$ cat src/rtl/core/alru_pkg.sv
// shared types and constants for the lru timestamp cache directory
package alru_pkg;

    localparam int ENTRIES = 64;
    localparam int IDX_W   = $clog2(ENTRIES);
    localparam int KEY_W   = 32;
    localparam int TS_W    = 32;
    localparam int SLOT_W  = 6;
    localparam int CNT_W   = $clog2(ENTRIES);

    localparam logic FUNC_LOOKUP = 1'b0;
    localparam logic FUNC_FILL   = 1'b1;

    typedef struct packed {
        logic             func;
        logic [KEY_W-1:0] file_key;
        logic [KEY_W-1:0] message_key;
        logic [TS_W-1:0]  now;
    } t_in_item;

    typedef struct packed {
        logic              hit;
        logic [SLOT_W-1:0] slot;
    } t_out_item;

    // search state handed from cell to cell
    typedef struct packed {
        logic             found;
        logic [IDX_W-1:0] hit_idx;
        logic [TS_W-1:0]  oldest;
        logic [IDX_W-1:0] min_idx;
    } t_token;

    // update broadcast to every cell at the end of a request
    typedef struct packed {
        logic             en;
        logic             fill;
        logic [IDX_W-1:0] idx;
    } t_wr;

    typedef enum logic [1:0] {
        ST_IDLE,
        ST_SCAN,
        ST_COMMIT
    } t_state;

endpackage

$ cat src/rtl/core/alru_cell.sv
// one directory entry plus its stage of the search chain
module alru_cell
    import alru_pkg::*;
(
    input  logic             i_clk,
    input  logic             i_rst_n,
    input  logic [IDX_W-1:0] i_index,
    input  logic [KEY_W-1:0] i_file_key,
    input  logic [KEY_W-1:0] i_message_key,
    input  logic [TS_W-1:0]  i_now,
    input  t_token           i_token,
    input  t_wr              i_wr,
    output t_token           o_token
);

    logic             r_valid;
    logic [TS_W-1:0]  r_stamp;
    logic [KEY_W-1:0] r_file_tag;
    logic [KEY_W-1:0] r_message_tag;
    t_token           r_token;
    t_token           n_token;
    logic             w_match;
    logic             w_sel;

    assign w_match = r_valid && (r_file_tag == i_file_key) && (r_message_tag == i_message_key);
    assign w_sel   = i_wr.en && (i_wr.idx == i_index);

    always_comb begin
        n_token = i_token;
        // first match along the chain wins
        if (!i_token.found && w_match) begin
            n_token.found   = 1'b1;
            n_token.hit_idx = i_index;
        end else begin
            n_token.found   = i_token.found | w_match;
        end
        // strictly older keeps the lowest index on ties
        if (r_stamp < i_token.oldest) begin
            n_token.oldest  = r_stamp;
            n_token.min_idx = i_index;
        end
    end

    always_ff @(posedge i_clk) begin
        r_token <= n_token;
    end

    always_ff @(posedge i_clk) begin
        if (!i_rst_n) begin
            r_valid <= 1'b0;
            r_stamp <= '0;
        end else if (w_sel) begin
            r_stamp <= i_now;
            if (i_wr.fill) begin
                r_valid <= 1'b1;
            end
        end
    end

    always_ff @(posedge i_clk) begin
        if (w_sel && i_wr.fill) begin
            r_file_tag    <= i_file_key;
            r_message_tag <= i_message_key;
        end
    end

    assign o_token = r_token;

endmodule

$ cat config.mk
export PLATFORM = sky130hd
export DESIGN_NAME = alru_cell
export DESIGN_NICKNAME = d
export VERILOG_FILES = /design/src/rtl/core/alru_pkg.sv /design/src/rtl/core/alru_cell.sv
export SDC_FILE = /design/constraint.sdc
export NUM_CORES = 1
export LEC_CHECK = 0
export BUFFER_PORTS_ARGS = -buffer_cell sky130_fd_sc_hd__buf_4
export CELL_PAD_IN_SITES_DETAIL_PLACEMENT = 0
export CELL_PAD_IN_SITES_GLOBAL_PLACEMENT = 1
export CORE_ASPECT_RATIO = 1.1
export CORE_MARGIN = 2
export CORE_UTILIZATION = 40
export DETAILED_ROUTE_END_ITERATION = 10
export PLACE_DENSITY = 0.78
export SYNTH_ARGS = -nofsm -noshare
export SYNTH_HDL_FRONTEND = slang
export SYNTH_SLANG_ARGS = --single-unit
$ cat constraint.sdc
create_clock -name i_clk -period 4.4 [get_ports i_clk]
set_input_delay 0.66 -clock i_clk [delete_from_list [all_inputs] [get_ports i_clk]]
set_output_delay 0.66 -clock i_clk [all_outputs]
set_load 0.01 [all_outputs]
# Word-level counts from Yosys, hierarchy flattened
# Cells that the tools add are included.
# totals
reg_bits	142
inputBits	157
out_inout_bits	45
word_cells	22
# op_classes
n_lt_le_gt_ge	1
eq_ne	3
muxes	2
bitwise_logic	1
reduce_logical	7
# op_table
operator	count
32-bit == test	2
38-bit two-way mux	1
32-bit < comparator	1
6-bit == test	1
6-bit two-way mux	1
1-bit logical AND	5
2-bit AND reduction	1
1-bit logical NOT	1
1-bit OR	1

# Longest topological paths before layout
# depth
word_depth	5
ltp_mapped	11

# Worst setup path after synthesis
# No wires, ideal clock.
# synth_timing
kind	input -> register
from	in i_index[5]
to	reg r_file_tag[0], enable pin
setup_time_ns	0.430
arrival_ns	3.267
setup_slack_ns	0.704
path_stages	4
path_buffers	1
cell_sequence	xor2_1 nor4_2 buf_2 and2_1
# synth_between
elab_chain_len	3
# synth_lines
element	line_no	text
start: declaration	alru_cell.sv:7	input logic [IDX_W-1:0] i_index,
6-bit == test	alru_cell.sv:26	assign w_sel = i_wr.en && (i_wr.idx == i_index);
1-bit logical AND	alru_cell.sv:26	
1-bit logical AND	alru_cell.sv:61	if (w_sel && i_wr.fill) begin
end signal: assignment	alru_cell.sv:62	r_file_tag <= i_file_key;
end: declaration	alru_cell.sv:18	logic [KEY_W-1:0] r_file_tag;
# Every way passes these cells.
# A chain may end at the register's enable or synchronous reset.

==> flow_summary.toml <==
[timing]
finalCritPeriodShare_pct = 66.77
hold_viol = 0
tns_ps = 0
skew_ps = 10.33
rsz0062_at_grt = "false"
worstMarginPinSlew_ps = 945.7
slew_headroom_pct = 36.96
drv_slew = 0
setup_violations = 0
min_period_ps = 2938
fmaxAchievable_mhz = 340.4

[worst_hold_path]
hold_path.class = "in2reg"

[global_route]
grt_pass1_vias = 4513
antenna_found_initial = 0
track_usage_pct = 17.91
grt_max_degree = 42
grt_pass1_wl_mm = 22.42
overflow = 0

[logic_synthesis]
syn_area_sq_um = 6160
ys_types = 39
seq_area_frac_synth_pct = 56.55
synth_top_area_cell = "edfxtp_1"
ys_ff_latch = 142
ys.flop_type = "dfxtp_1"
syn_nets = 667
netlist.area_leader.share_pct = 31.20
synthSimpleGateAreaFrac_pct = 7.699
yosysMostFrequentCell = "dfxtp_1"
synth_mux_area_share_pct = 13.24
yosys_warnings = 0
async_reset_ff_share_pct = 0
synth_area_leaders = "edfxtp_1, dfxtp_1, ha_1, mux2i_1, xnor2_1"
synth_compound_area_share_pct = 4.347
synthAdderAreaFrac_pct = 6.297
syn_area_per_cell_sq_um = 12.86
synthCells = 479
synth_edf_count = 64
synthXorXnorAreaFrac_pct = 7.963
synth_top_family_by_area = "multiplexers"
yosys-top-cells-count = "dfxtp_1, edfxtp_1, inv_1"

[critical_path]
worstPathCellList = "buf_4, inv_1, ha_1, and3_1, nand3_1, or4_1, o21ai_1, o21ai_1, o311ai_4, buf_4, mux2_2"
start_kind = "primary input"
critPathKind = "in2reg"
slowest_stage = "or4_1"
arrival_ps = 3230
cp_num_buf_inv = 3
cp_top_family = "simple AND/OR/NAND/NOR gates"
crit_fanout = 25
cp-end-kind = "flip-flop"
slowest_delay_ps = 530
required_ps = 4690

[clocking]
cts_sinks = 142
cts_hold_buffers = 0
htreeDepth = 4
worstSkewPairLatency_ps = 410
root_buffer = "clkbuf_16"
clock_path_buffers = 2
clk_pin_slew_worst_paths_ps = 60
cts_resized = 0
cts_tree = "built"
cts_setup_buffers = 0
numCtsBuffers = 17

[run]
max_cap_violations = 0

[detailed_routing]
drcViolationCount = 0
drt-vias-per-instance = 4.768
wire_per_inst_um = 16.14
vias = 4301
drt_iter0_markers = 229
wl_mm = 14.56
dr.pass1.iters = 4
postRouteAntennaNets = 0

[cells_and_area]
layout-drive-gt1-share_pct = 37.25
synthToLayoutAreaGrowth_pct = 38.27
ff_latch_area_sq_um = 3483
final_net_count = 881
fin_area_sq_um = 8517
antenna_cells_inserted = 0
fill_cells = 1320
multi_input_area_sq_um = 2456

[placed_design]
placed_area_sq_um = 7896
post-dp-hpwl_mm = 11.04
gp_congestion = 0.7929
io_buffer_count = 201

[run_status]
outcome = "finished clean"

[die]
floorplan.die_area_sq_um = 16410
ioPinCount = 202
core_region_area_sq_um = 15050
start_util_pct = 40.92
die_width_um = 122.3
rows = 47
die_h_um = 134.2

[power_and_ir_drop]
ir_worst_vdd_mv = 0.2341
internal-power_w = 0.002488
combPwrFrac_pct = 7.6
swShare_pct = 20.70
p_switching_w = 0.0006496
pwr_density_cell_nw_per_um2 = 368.5
p_seq_share_pct = 44.6
p_leak_nw = 3.673
clock_power_share_pct = 47.8
[cell families after synthesis]
group | count (synthesis)
DFF | 142
and+or+nand+nor | 79
muxes | 76
xor gates and xnor gates | 56
AOI/OAI and AO/OA | 39
buffers and inverters | 56
adders and majority gates | 31
[registers in the layout (all words and copies together) (netlist names)]
name	count
o_token	45
r_file_tag	32
r_message_tag	32
r_stamp	32
r_valid	1
[cells in the final DEF, fill, tap and decap left out, drive strengths merged, types with 2 or more instances in the layout]
master	n
mux2	44
nor2	5
nand2b	3
edfxtp	64
xnor2	35
nand4	16
clkinv	3
a21oi	9
buf	205
clkbuf	18
o22ai	6
inv	48
o21ai	7
nand3	4
nand2	3
a21o	3
nor3	2
ha	31
a211oi	3
nor2b	34
xor2	21
a221oi	3
mux2i	32
nor4	9
clkinvlp	5
o2bb2ai	2
dfxtp	78
bufinv	4
[per-stage QoR]
step           worst slack (ps)  hold slack [ps]  util, %  std cells  power (W)
6_report                   1462            438.1    56.57        902   0.003138
5_1_grt                    1337            413.6    56.57        902   0.003255
4_1_cts                    1448            414.5    56.57        902   0.003171
3_5_place_dp               1017            467.7    52.45        870   0.001668
3_3_place_gp               1054            455.3    52.45        870   0.001662
2_1_floorplan             703.8            440.7        -        479   0.001507
[cell type report]
type                            instances  area share [%]
Tap cell                              196           2.879
Clock inverter                         14           2.248
Inverter                               46           2.027
Sequential cell                       142           40.90
Clock buffer                           18           5.039
Timing Repair Buffer                  205           18.07
Multi-Input combinational cell        281           28.84
[power groups by stage]
stage | logic [W] | registers (W) | clock network (W)
finish | 0.000239 | 0.00140 | 0.00150
global route | 0.000262 | 0.00140 | 0.00159
CTS | 0.000243 | 0.00140 | 0.00153
detailed placement | 0.000241 | 0.00143 | 0
global placement | 0.000235 | 0.00143 | 0
floorplan | 0.0000762 | 0.00143 | 0
[layer usage]
metal | share of wire, % | vias to the layer above | GRT usage [%] | routed length [um]
met2 | 48 | 152 | 29.94 | 6942
met4 | 0.94 | 0 | 4.853 | 137
li1 | - | 2134 | - | -
met1 | 40 | 2005 | 20.17 | 5788
met5 | 0 | - | 0 | 0
met3 | 12 | 10 | 8.929 | 1691
[path summary, 6_finish.rpt]
path / start / endpoint / slack (ps) / depth (start not counted)
min: i_file_key[0] / r_file_tag[0] / 440 / 1
max: i_token[19] / o_token[15] / 1460 / 11
min reg2reg: r_valid / r_valid / 480 / 1
max reg2reg: r_stamp[14] / o_token[15] / 1490 / 9
(Power assumes the default switching activity.)
